`src/hw/rtl/owhsd_pkg.sv`:
```
package owhsd_pkg;

	localparam int FRAME_BYTES = 5;
	localparam int FRAME_BITS  = FRAME_BYTES * 8;

	localparam logic REQ_START = 1'b0;
	localparam logic REQ_EDGE  = 1'b1;

	localparam logic [2:0] ST_NOT_STARTED = 3'd0;
	localparam logic [2:0] ST_OK          = 3'd1;
	localparam logic [2:0] ST_CHECKSUM    = 3'd2;
	localparam logic [2:0] ST_TIMEOUT     = 3'd3;
	localparam logic [2:0] ST_SHORT       = 3'd4;

	localparam int GAP_TIMEOUT   = 6000;
	localparam int RESP_GLITCH   = 25;
	localparam int RESP_MIN      = 125;
	localparam int RESP_MAX      = 190;
	localparam int BIT_MIN       = 60;
	localparam int BIT_MAX       = 145;
	localparam int BIT_ONE       = 100;
	localparam int BIT_TOO_SHORT = 10;

	localparam logic [2:0] BIT_COUNT_START = 3'd7;

	typedef enum logic [3:0] {
		PH_STOPPED  = 4'b0001,
		PH_RESPONSE = 4'b0010,
		PH_DATA     = 4'b0100,
		PH_DONE     = 4'b1000
	} phase_t;

	typedef struct packed {
		logic [15:0] humidity;
		logic [15:0] temperature;
		logic        sum_ok;
	} reading_t;

endpackage

```
`src/hw/rtl/owhsd_frame_dec.sv`:
```
module owhsd_frame_dec (
	input  logic [owhsd_pkg::FRAME_BITS-1:0] frame,
	input  logic                             sensor_type,
	output owhsd_pkg::reading_t              reading
);

	logic [7:0]  b0, b1, b2, b3, b4;
	logic [15:0] mag;
	logic [7:0]  sum;

	assign b0 = frame[39:32];
	assign b1 = frame[31:24];
	assign b2 = frame[23:16];
	assign b3 = frame[15:8];
	assign b4 = frame[7:0];

	assign mag = {1'b0, b2[6:0], b3};

	always_comb begin
		if (sensor_type) begin
			reading.humidity    = {b0, b1};
			reading.temperature = b2[7] ? 16'(16'd0 - mag) : mag;
			sum                 = 8'(b0 + b1 + b2 + b3);
		end else begin
			reading.humidity    = {8'd0, b0};
			reading.temperature = {8'd0, b2};
			sum                 = 8'(b0 + b2);
		end
		reading.sum_ok = (sum == b4);
	end

endmodule

```
`src/hw/rtl/one_wire_humidity_sensor_decoder.sv`:
```
// Decoder for a single-wire humidity/temperature sensor. Each input transaction is either a
// start request or a falling-edge timestamp in microseconds; each gives exactly one result
// transaction carrying status, busy, start-refused and frame-done flags and the latest
// humidity and temperature readings. Transactions pass an input register and a result
// register, so one is taken every clock cycle while the output side keeps up; out_valid
// comes from the result register, written from the input register when the output side
// can advance. The 40-bit frame is built in a shift register, one bit per qualifying edge
// gap. Write sensor_type only while idle.
module one_wire_humidity_sensor_decoder #(
	parameter int TIME_BITS = 32
) (
	input  logic                clk,
	input  logic                arst_n,

	input  logic                cfg_wr_en,
	input  logic                cfg_wr_data,

	input  logic                in_valid,
	output logic                in_stall,
	input  logic                req_type,
	input  logic [31:0]         time_us,

	output logic                out_valid,
	input  logic                out_stall,
	output logic [2:0]          status_code,
	output logic                busy_res,
	output logic                start_refused,
	output logic                frame_done,
	output logic [15:0]         humidity,
	output logic signed [15:0]  temperature
);

	localparam int FB = owhsd_pkg::FRAME_BITS;

	logic                   sensor_type_q;

	logic                   valid_s1;
	logic                   req_s1;
	logic [31:0]            time_s1;

	owhsd_pkg::phase_t      phase_q, phase_d;
	logic [TIME_BITS-1:0]   last_time_q, last_time_d;
	logic [FB-1:0]          frame_q, frame_d, frame_shift;
	logic [2:0]             bit_cnt_q, bit_cnt_d;
	logic [2:0]             byte_idx_q, byte_idx_d, byte_idx_inc;
	logic [2:0]             status_q, status_d;
	logic [15:0]            hum_q, hum_d;
	logic [15:0]            temp_q, temp_d;
	logic                   refused_d, done_d;

	logic [TIME_BITS-1:0]   now, delta;
	logic                   adv, proc;
	owhsd_pkg::reading_t    reading;

	logic                   out_valid_q;
	logic [2:0]             status_s2;
	logic                   busy_s2, refused_s2, done_s2;
	logic [15:0]            hum_s2, temp_s2;

	generate
		if (TIME_BITS >= 32) begin : g_wide_time
			assign now = TIME_BITS'(time_s1);
		end else begin : g_narrow_time
			assign now = time_s1[TIME_BITS-1:0];
		end
	endgenerate

	assign delta        = TIME_BITS'(now - last_time_q);
	assign frame_shift  = {frame_q[FB-2:0], (delta > TIME_BITS'(owhsd_pkg::BIT_ONE))};
	assign byte_idx_inc = 3'(byte_idx_q + 3'd1);

	assign adv      = ~out_valid_q | ~out_stall;
	assign proc     = valid_s1 & adv;
	assign in_stall = valid_s1 & ~adv;

	owhsd_frame_dec u_frame_dec (
		.frame       (frame_shift),
		.sensor_type (sensor_type_q),
		.reading     (reading)
	);

	always_comb begin
		phase_d     = phase_q;
		last_time_d = last_time_q;
		frame_d     = frame_q;
		bit_cnt_d   = bit_cnt_q;
		byte_idx_d  = byte_idx_q;
		status_d    = status_q;
		hum_d       = hum_q;
		temp_d      = temp_q;
		refused_d   = 1'b0;
		done_d      = 1'b0;

		if (req_s1 == owhsd_pkg::REQ_START) begin
			if (phase_q == owhsd_pkg::PH_STOPPED || phase_q == owhsd_pkg::PH_DONE) begin
				phase_d     = owhsd_pkg::PH_RESPONSE;
				frame_d     = '0;
				bit_cnt_d   = owhsd_pkg::BIT_COUNT_START;
				byte_idx_d  = 3'd0;
				hum_d       = 16'd0;
				temp_d      = 16'd0;
				last_time_d = now;
			end else begin
				refused_d = 1'b1;
			end
		end else if (phase_q == owhsd_pkg::PH_RESPONSE || phase_q == owhsd_pkg::PH_DATA) begin
			last_time_d = now;
			if (delta > TIME_BITS'(owhsd_pkg::GAP_TIMEOUT)) begin
				status_d = owhsd_pkg::ST_TIMEOUT;
				phase_d  = owhsd_pkg::PH_STOPPED;
			end else if (phase_q == owhsd_pkg::PH_RESPONSE) begin
				if (delta < TIME_BITS'(owhsd_pkg::RESP_GLITCH)) begin
					last_time_d = last_time_q;
				end else if (delta > TIME_BITS'(owhsd_pkg::RESP_MIN) &&
						delta < TIME_BITS'(owhsd_pkg::RESP_MAX)) begin
					phase_d = owhsd_pkg::PH_DATA;
				end else begin
					status_d = owhsd_pkg::ST_TIMEOUT;
					phase_d  = owhsd_pkg::PH_STOPPED;
				end
			end else begin
				if (delta > TIME_BITS'(owhsd_pkg::BIT_MIN) &&
						delta < TIME_BITS'(owhsd_pkg::BIT_MAX)) begin
					frame_d = frame_shift;
					if (bit_cnt_q == 3'd0) begin
						bit_cnt_d  = owhsd_pkg::BIT_COUNT_START;
						byte_idx_d = byte_idx_inc;
						if (byte_idx_inc == 3'(owhsd_pkg::FRAME_BYTES)) begin
							done_d = 1'b1;
							hum_d  = reading.humidity;
							temp_d = reading.temperature;
							if (reading.sum_ok) begin
								status_d = owhsd_pkg::ST_OK;
								phase_d  = owhsd_pkg::PH_DONE;
							end else begin
								status_d = owhsd_pkg::ST_CHECKSUM;
								phase_d  = owhsd_pkg::PH_STOPPED;
							end
						end
					end else begin
						bit_cnt_d = 3'(bit_cnt_q - 3'd1);
					end
				end else if (delta < TIME_BITS'(owhsd_pkg::BIT_TOO_SHORT)) begin
					status_d = owhsd_pkg::ST_SHORT;
					phase_d  = owhsd_pkg::PH_STOPPED;
				end else begin
					status_d = owhsd_pkg::ST_TIMEOUT;
					phase_d  = owhsd_pkg::PH_STOPPED;
				end
			end
		end
	end

	always_ff @(posedge clk or negedge arst_n) begin
		if (!arst_n) begin
			sensor_type_q <= 1'b0;
		end else if (cfg_wr_en) begin
			sensor_type_q <= cfg_wr_data;
		end
	end

	// input register
	always_ff @(posedge clk or negedge arst_n) begin
		if (!arst_n) begin
			valid_s1 <= 1'b0;
		end else if (!in_stall) begin
			valid_s1 <= in_valid;
		end
	end

	always_ff @(posedge clk) begin
		if (in_valid && !in_stall) begin
			req_s1  <= req_type;
			time_s1 <= time_us;
		end
	end

	// decoder state
	always_ff @(posedge clk or negedge arst_n) begin
		if (!arst_n) begin
			phase_q     <= owhsd_pkg::PH_STOPPED;
			last_time_q <= '0;
			frame_q     <= '0;
			bit_cnt_q   <= owhsd_pkg::BIT_COUNT_START;
			byte_idx_q  <= 3'd0;
			status_q    <= owhsd_pkg::ST_NOT_STARTED;
			hum_q       <= 16'd0;
			temp_q      <= 16'd0;
		end else if (proc) begin
			phase_q     <= phase_d;
			last_time_q <= last_time_d;
			frame_q     <= frame_d;
			bit_cnt_q   <= bit_cnt_d;
			byte_idx_q  <= byte_idx_d;
			status_q    <= status_d;
			hum_q       <= hum_d;
			temp_q      <= temp_d;
		end
	end

	// result register
	always_ff @(posedge clk or negedge arst_n) begin
		if (!arst_n) begin
			out_valid_q <= 1'b0;
		end else if (adv) begin
			out_valid_q <= valid_s1;
		end
	end

	always_ff @(posedge clk) begin
		if (proc) begin
			status_s2  <= status_d;
			busy_s2    <= (phase_d == owhsd_pkg::PH_RESPONSE) ||
				(phase_d == owhsd_pkg::PH_DATA);
			refused_s2 <= refused_d;
			done_s2    <= done_d;
			hum_s2     <= hum_d;
			temp_s2    <= temp_d;
		end
	end

	assign out_valid     = out_valid_q;
	assign status_code   = status_s2;
	assign busy_res      = busy_s2;
	assign start_refused = refused_s2;
	assign frame_done    = done_s2;
	assign humidity      = hum_s2;
	assign temperature   = temp_s2;

endmodule

```
`config.mk`:
```
export PLATFORM = sky130hd
export DESIGN_NAME = one_wire_humidity_sensor_decoder
export DESIGN_NICKNAME = d
export VERILOG_FILES = /design/src/hw/rtl/owhsd_pkg.sv /design/src/hw/rtl/owhsd_frame_dec.sv /design/src/hw/rtl/one_wire_humidity_sensor_decoder.sv
export SDC_FILE = /design/constraint.sdc
export NUM_CORES = 1
export LEC_CHECK = 0
export BUFFER_PORTS_ARGS = -buffer_cell sky130_fd_sc_hd__buf_2
export CAP_MARGIN = 20
export CORE_MARGIN = 1.5
export CORE_UTILIZATION = 62
export CTS_BUF_LIST = sky130_fd_sc_hd__clkbuf_16
export DETAILED_ROUTE_END_ITERATION = 8
export PLACE_DENSITY = 0.81
export SYNTH_ARGS = -nofsm -noshare
export SYNTH_HDL_FRONTEND = slang
export SYNTH_SLANG_ARGS = --single-unit
```
`constraint.sdc`:
```
create_clock -name clk -period 6.2 [get_ports clk]
set_clock_uncertainty 0.2 [all_clocks]
set_input_delay 0.93 -clock clk [delete_from_list [all_inputs] [get_ports clk]]
set_output_delay 0.93 -clock clk [all_outputs]
set_load 0.01 [all_outputs]
```
; Word-level counts from Yosys, hierarchy flattened
; Index checks and enable logic that the tools add are counted.
[totals]
regBits = 190
input_bits = 39
[classes]
reduce_logical = 13
n_bitwise = 10
magnitude_cmp = 8
eq_ne = 14
n_addsub = 8
n_mux = 69
[ops]
columns = operator, n
row1 = two-way mux 16 bit, 17
row2 = two-way mux 39 bit, 6
row3 = two-way mux 32 bit, 7
row4 = two-way mux 3 bit, 25
row5 = "> comparator 32 x 7 -> 1 bit, second input constant", 2
row6 = "less-than comparator 32 x 8 -> 1 bit, second input constant", 2
row7 = two-way mux 4 bit, 10
row8 = adder 8 bit, 4
row9 = "> comparator 32 x 13 -> 1 bit, second input constant", 1
row10 = "> comparator 32 x 6 -> 1 bit, second input constant", 1
row11 = "less-than comparator 32 x 4 -> 1 bit, second input constant", 1
row12 = "less-than comparator 32 x 5 -> 1 bit, second input constant", 1
row13 = subtractor 32 bit, 1
row14 = "subtractor 1 x 15 -> 16 bit, first input constant", 1
row15 = "== test 4 x 2 -> 1 bit, second input constant", 2
row16 = "== test 4 x 3 -> 1 bit, second input constant", 2
row17 = == test 8 bit, 1
row18 = two-way mux 8 bit, 1
row19 = NOT 1 bit, 7
row20 = AND reduction 7 bit, 1
row21 = "inequality test 2 x 1 -> 1 bit, second input constant", 3
row22 = AND reduction 6 bit, 1
row23 = OR reduction 6 bit, 1
row24 = "== test 4 x 1 -> 1 bit, second input constant", 1
row25 = 16 further kinds, 23

; Longest topological paths before layout
[logic_depth]
ltp_word = 15
depth_mapped = 18
depth_no_buf = 15

; Modules after synthesis
; A second synthesis with hierarchy kept.
[hier_totals]
cells_unflattened = 1143
area_unflattened_um2 = 11785.1
[modules_own_cells]
columns = module, cells_per_inst, n_inst, area_per_inst_um2
row1 = one_wire_humidity_sensor_decoder, 926, 1, 10068.4
row2 = owhsd_frame_dec, 217, 1, 1716.6

; Worst setup path after synthesis
; OpenSTA, ideal clock, no wires.
[synth_path]
path_type = reg2reg
start = reg frame_q[16]
end = reg status_s2[1], in the netlist status_code[1], data pin
arrival_ps = 3805
path_buffers = 0
path_stages_with_launch = 16
synth_period_minus_slack_ps = 4263
setup_time_ps = 257
required_ps = 5743
setup_slack_ps = 1937
path_cell_list = dfrtp_1 > fa_1 > fa_1 > ha_1 > fa_1 > a21o_1 > a21oi_1 > o21bai_1 > a21oi_1 > xnor2_1 > a22o_1 > xnor2_1 > nand4_1 > nor3_1 > a21boi_1 > o2bb2ai_1
[synth_between]
elab_chain_cells = 12
word_cells_on_any_way = 13
cone_classes = 3 x add/sub / 1 x eq/ne / 9 x mux
[synth_lines]
columns = element, line_no
row1 = start: declaration, one_wire_humidity_sensor_decoder.sv:43  ; logic [FB-1:0] frame_q, frame_d, frame_shift;
row2 = start signal: assignment, one_wire_humidity_sensor_decoder.sv:192  ; frame_q <= frame_d;
row3 = adder 8 bit (2 in series), owhsd_frame_dec.sv:23  ; sum = 8'(b0 + b1 + b2 + b3);
row4 = two-way mux 8 bit (*), owhsd_frame_dec.sv:20  ; if (sensor_type) begin
row5 = == test 8 bit (*), owhsd_frame_dec.sv:29  ; reading.sum_ok = (sum == b4);
row6 = two-way mux 2 bit (*), one_wire_humidity_sensor_decoder.sv:132  ; if (reading.sum_ok) begin
row7 = two-way mux 3 bit (*), one_wire_humidity_sensor_decoder.sv:128  ; if (byte_idx_inc == 3'(owhsd_pkg::FRAME_BYTES)) begin
row8 = two-way mux 3 bit (*), one_wire_humidity_sensor_decoder.sv:125  ; if (bit_cnt_q == 3'd0) begin
row9 = two-way mux 3 bit (*), one_wire_humidity_sensor_decoder.sv:122  ; if (delta > TIME_BITS'(owhsd_pkg::BIT_MIN) &&
row10 = two-way mux 3 bit (*), one_wire_humidity_sensor_decoder.sv:111  ; end else if (phase_q == owhsd_pkg::PH_RESPONSE) begin
row11 = two-way mux 3 bit (*), one_wire_humidity_sensor_decoder.sv:108  ; if (delta > TIME_BITS'(owhsd_pkg::GAP_TIMEOUT)) begin
row12 = two-way mux 3 bit (*), one_wire_humidity_sensor_decoder.sv:106  ; end else if (phase_q == owhsd_pkg::PH_RESPONSE || phase_q == owhsd_pkg::PH_DATA) begin
row13 = two-way mux 3 bit (*), one_wire_humidity_sensor_decoder.sv:94  ; if (req_s1 == owhsd_pkg::REQ_START) begin
row14 = named net status_d[1], one_wire_humidity_sensor_decoder.sv:46  ; logic [2:0] status_q, status_d;
row15 = end signal: assignment, one_wire_humidity_sensor_decoder.sv:212  ; status_s2 <= status_d;
row16 = end: declaration, one_wire_humidity_sensor_decoder.sv:56  ; logic [2:0] status_s2;
; The timed path passes the listed nets; every way through them passes the cells marked *.
; A chain may end at the register's enable or synchronous reset.

; Worst setup path in the final report
[layout_path]
start = reg time_s1[0], in the netlist now[0]
end = reg temp_q[15]
[layout_between]
elab_chain_cells = 8
word_cells_on_any_way = 10
cone_classes = 1 x add/sub / 3 x order compare / 5 x mux / 1 x reduce/logical
[layout_lines]
columns = element, line_no
row1 = start: declaration, one_wire_humidity_sensor_decoder.sv:39  ; logic [31:0] time_s1;
row2 = start signal: assignment, one_wire_humidity_sensor_decoder.sv:174  ; time_s1 <= time_us;
row3 = subtractor 32 bit (*), one_wire_humidity_sensor_decoder.sv:68  ; assign delta = TIME_BITS'(now - last_time_q);
row4 = > comparator 32 x 6 -> 1 bit / less-than comparator 32 x 8 -> 1 bit (equally long branches), "one_wire_humidity_sensor_decoder.sv:122, one_wire_humidity_sensor_decoder.sv:123"
row5 = logical AND 1 bit, one_wire_humidity_sensor_decoder.sv:122
row6 = two-way mux 16 bit, one_wire_humidity_sensor_decoder.sv:122
row7 = two-way mux 16 bit, one_wire_humidity_sensor_decoder.sv:111
row8 = two-way mux 16 bit (*), one_wire_humidity_sensor_decoder.sv:108
row9 = two-way mux 16 bit (*), one_wire_humidity_sensor_decoder.sv:106
row10 = two-way mux 16 bit (*), one_wire_humidity_sensor_decoder.sv:94
row11 = end signal: assignment, one_wire_humidity_sensor_decoder.sv:197  ; temp_q <= temp_d;
row12 = end: declaration, one_wire_humidity_sensor_decoder.sv:48  ; logic [15:0] temp_q, temp_d;
; Mark *: on every way between the ends. The rest lies on a longest branch, timed or not.

==> results.sh <==
export IMPL_status="finished clean"
export IMPL_fin_cells=1495
export IMPL_hpwlAfterDp_um=19400
export IMPL_p_comb_frac=0.110
export IMPL_synthDistinctLibCells=91
export IMPL_placed_area_mm2=0.0125
export IMPL_dieArea_mm2=0.0201
export IMPL_root_buffer="clkbuf_16"
export IMPL_path_delay_family="simple AND/OR/NAND/NOR gates"
export IMPL_die_w_um=142
export IMPL_diodes=0
export IMPL_synthesis_nets=1280
export IMPL_p_sw_frac=0.292
export IMPL_num_vias=9270
export IMPL_cp_num_cells=15
export IMPL_cp_start_kind="flop"
export IMPL_tns_ns=0
export IMPL_grt_max_degree=73
export IMPL_synth_edf_count=71
export IMPL_fin_crit_sh=0.833
export IMPL_synth_area_leaders="dfrtp_1, edfxtp_1, ha_1, mux2i_1, nand2_1"
export IMPL_maxCapViolations=0
export IMPL_post_route_min_period_ns=5.16
export IMPL_p_leak_nw=5.75
export IMPL_fin_nets=1327
export IMPL_min_from="temp_q[4]"
export IMPL_fmax_ghz=0.194
export IMPL_cp_buffers_inverters=2
export IMPL_cts_resized=0
export IMPL_core_mm2=0.0188
export IMPL_dp_cells=1462
export IMPL_path_cells="inv_1, ha_1, inv_1, fa_1, a211oi_4, o21ai_2, nand2_1, a21oi_1, a2111oi_0, o2111ai_1, or4b_4, nor4_2, and2_1, o311ai_0, o2bb2ai_1"
export IMPL_cp_max_fo=15
export IMPL_syn_area_mm2=0.0120
export IMPL_yosys_warnings=0
export IMPL_rrSetupSlack_ns=1.04
export IMPL_hold_ws_ns=0.296
export IMPL_switchingPower_uw=832
export IMPL_initialDrtViolationCount=829
export IMPL_antenna_found_initial=0
export IMPL_synth_seq_cells=190
export IMPL_clock_path_buffers=2
export IMPL_slew_viol_final=0
export IMPL_hold_viol=0
export IMPL_grt_pass1_vias=8712
export IMPL_crit_top_cell="inv_1"
export IMPL_via_per_inst=6.20
export IMPL_r2r_cells=15
export IMPL_post_cts_repair_setup_buffers=0
export IMPL_r2r_end="temp_q[15]"
export IMPL_die_y_um=142
export IMPL_setup_ws_ns=1.04
export IMPL_numClockSinks=190
export IMPL_slowest_delay_ns=0.66
export IMPL_crit_required_ns=6.35
export IMPL_drive_above_1_share=0.155
export IMPL_io_pins=79
export IMPL_final_core_util=0.698
export IMPL_worstPathArrival_ns=5.32
export IMPL_p_int_mw=2.02
export IMPL_clkLatencyLatePin_ns=0.45
export IMPL_cts_buffers_inserted=17
export IMPL_synthToLayoutAreaGrowth_pct=9.84
export IMPL_htreeDepth=4
export IMPL_power_density_mw_per_mm2=217
export IMPL_yosysTopAreaCell="dfrtp_1"
export IMPL_row_count=50
export IMPL_holdPathStages=1
export IMPL_vdd_drop_max_v=0.000205
export IMPL_clkPwrFrac=0.417
export IMPL_relSlewSlack=0.338
export IMPL_grt_usage=0.283
export IMPL_stdcell_area_mm2=0.0131
export IMPL_grt_pass1_wl_um=44800
export IMPL_initial_core_util=0.635
export IMPL_avgSynthCellArea_um2=10.2
export IMPL_synth_top_cell_area_share=0.241
export IMPL_rsz0062_at_grt="false"
export IMPL_wl_per_cell_um=18.4
export IMPL_end_kind="flop"
export IMPL_io_buffer_count=78
export IMPL_fillers=1393
export IMPL_tritoncts="yes"
export IMPL_drc=0
export IMPL_critical_path_class="reg2reg"
export IMPL_ys_seq_area_frac=0.428
export IMPL_antenna_left=0
export IMPL_clkTransAtPathRegs_ns=0.09
export IMPL_pwr_share_seq=0.473
export IMPL_min_path_type="reg2reg"
export IMPL_overflow=0
export IMPL_netlist_top_cells_count="nand2_1, dfrtp_1, inv_1"
export IMPL_postCtsHoldBufs=0
export IMPL_ys_async_sr_fraction=0.626
export IMPL_gp_congestion=1.01
export IMPL_worst_pin_slew_ns=0.993
export IMPL_setup_viol=0
export IMPL_power_mw=2.85
export IMPL_worstReg2RegStart="now[0]"
export IMPL_dr_pass1_iters=6
export IMPL_crit_path_top_delay_cell="nor4_2"
export IMPL_syn_inst=1175
export IMPL_wl_um=27500
export IMPL_min_to="temp_q[4]"
export IMPL_synth_main_ff_cell="dfrtp_1"
export IMPL_place_ws_ns=1.15
export IMPL_post_synth_top_count_cell="nand2_1"
routing by layer:
| metal | track usage | vias to the layer above | wire length, um |
|---|---|---|---|
| met4 | 0.0754 | 0 | 414 |
| met2 | 0.416 | 366 | 12100 |
| met3 | 0.0601 | 43 | 2010 |
| li1 | - | 4393 | - |
| met5 | 0 | - | 0 |
| met1 | 0.426 | 4468 | 13000 |
layout by cell type, fill, tap and decap left out, drive strengths merged, types with 16 or more instances in the layout:
cell type and instances:
a211oi 17, a21o 17, a21oi 54, a22o 19, buf 89, clkbuf 17
dfrtp 115, edfxtp 71, fa 16, ha 50, inv 100, mux2 37
mux2i 53, nand2 132, nand3 35, nor2 45, nor3 20, o21ai 78
o2bb2ai 25, xnor2 36
registers in the layout, indices dropped and copies added (netlist names), 4 cells and up:
signal and cells:
hum_q 16, last_time_q 32, temp_q 16, now 32, humidity 16, temperature 16, frame_q 39, phase_q 4
cells by family after synthesis:
| logic type | synth area share |
|---|---|
| compound gates | 0.179 |
| simple gates | 0.142 |
| xor+xnor | 0.0315 |
| buf+inv | 0.0522 |
| fa+ha+maj | 0.0791 |
| flops | 0.428 |
| mux | 0.0886 |
layout make-up:
type	count	area, um2	area share
multi-input cells	835	6230	0.474
flip-flops and latches	190	5110	0.389
repair buffers	89	483	0.0368
clock buffers	17	425	0.0324
inverters	89	334	0.0254
well taps	260	325	0.0248
clock inverters	15	223	0.0170
worst max-delay path by stage:
stage | slack (ns) | startpoint | to
global route | 0.65 | now[0] | temp_q[15]
floorplan | 1.94 | frame_q[16] | status_code[1]
finish | 1.04 | now[0] | temp_q[15]
CTS | 1.05 | now[0] | temp_q[15]
global placement | 1.23 | now[0] | temp_q[15]
detailed placement | 1.15 | now[0] | temp_q[15]
power by group through the flow:
stage	Combinational [mW]	Sequential (mW)	Clock [mW]
after global placement	0.306	1.37	0
after global routing	0.345	1.35	1.25
after detailed placement	0.309	1.38	0
after floorplan	0.201	1.38	0
after CTS	0.310	1.35	1.20
final	0.314	1.35	1.19
Note: power is estimated with default switching activity, not from simulation.
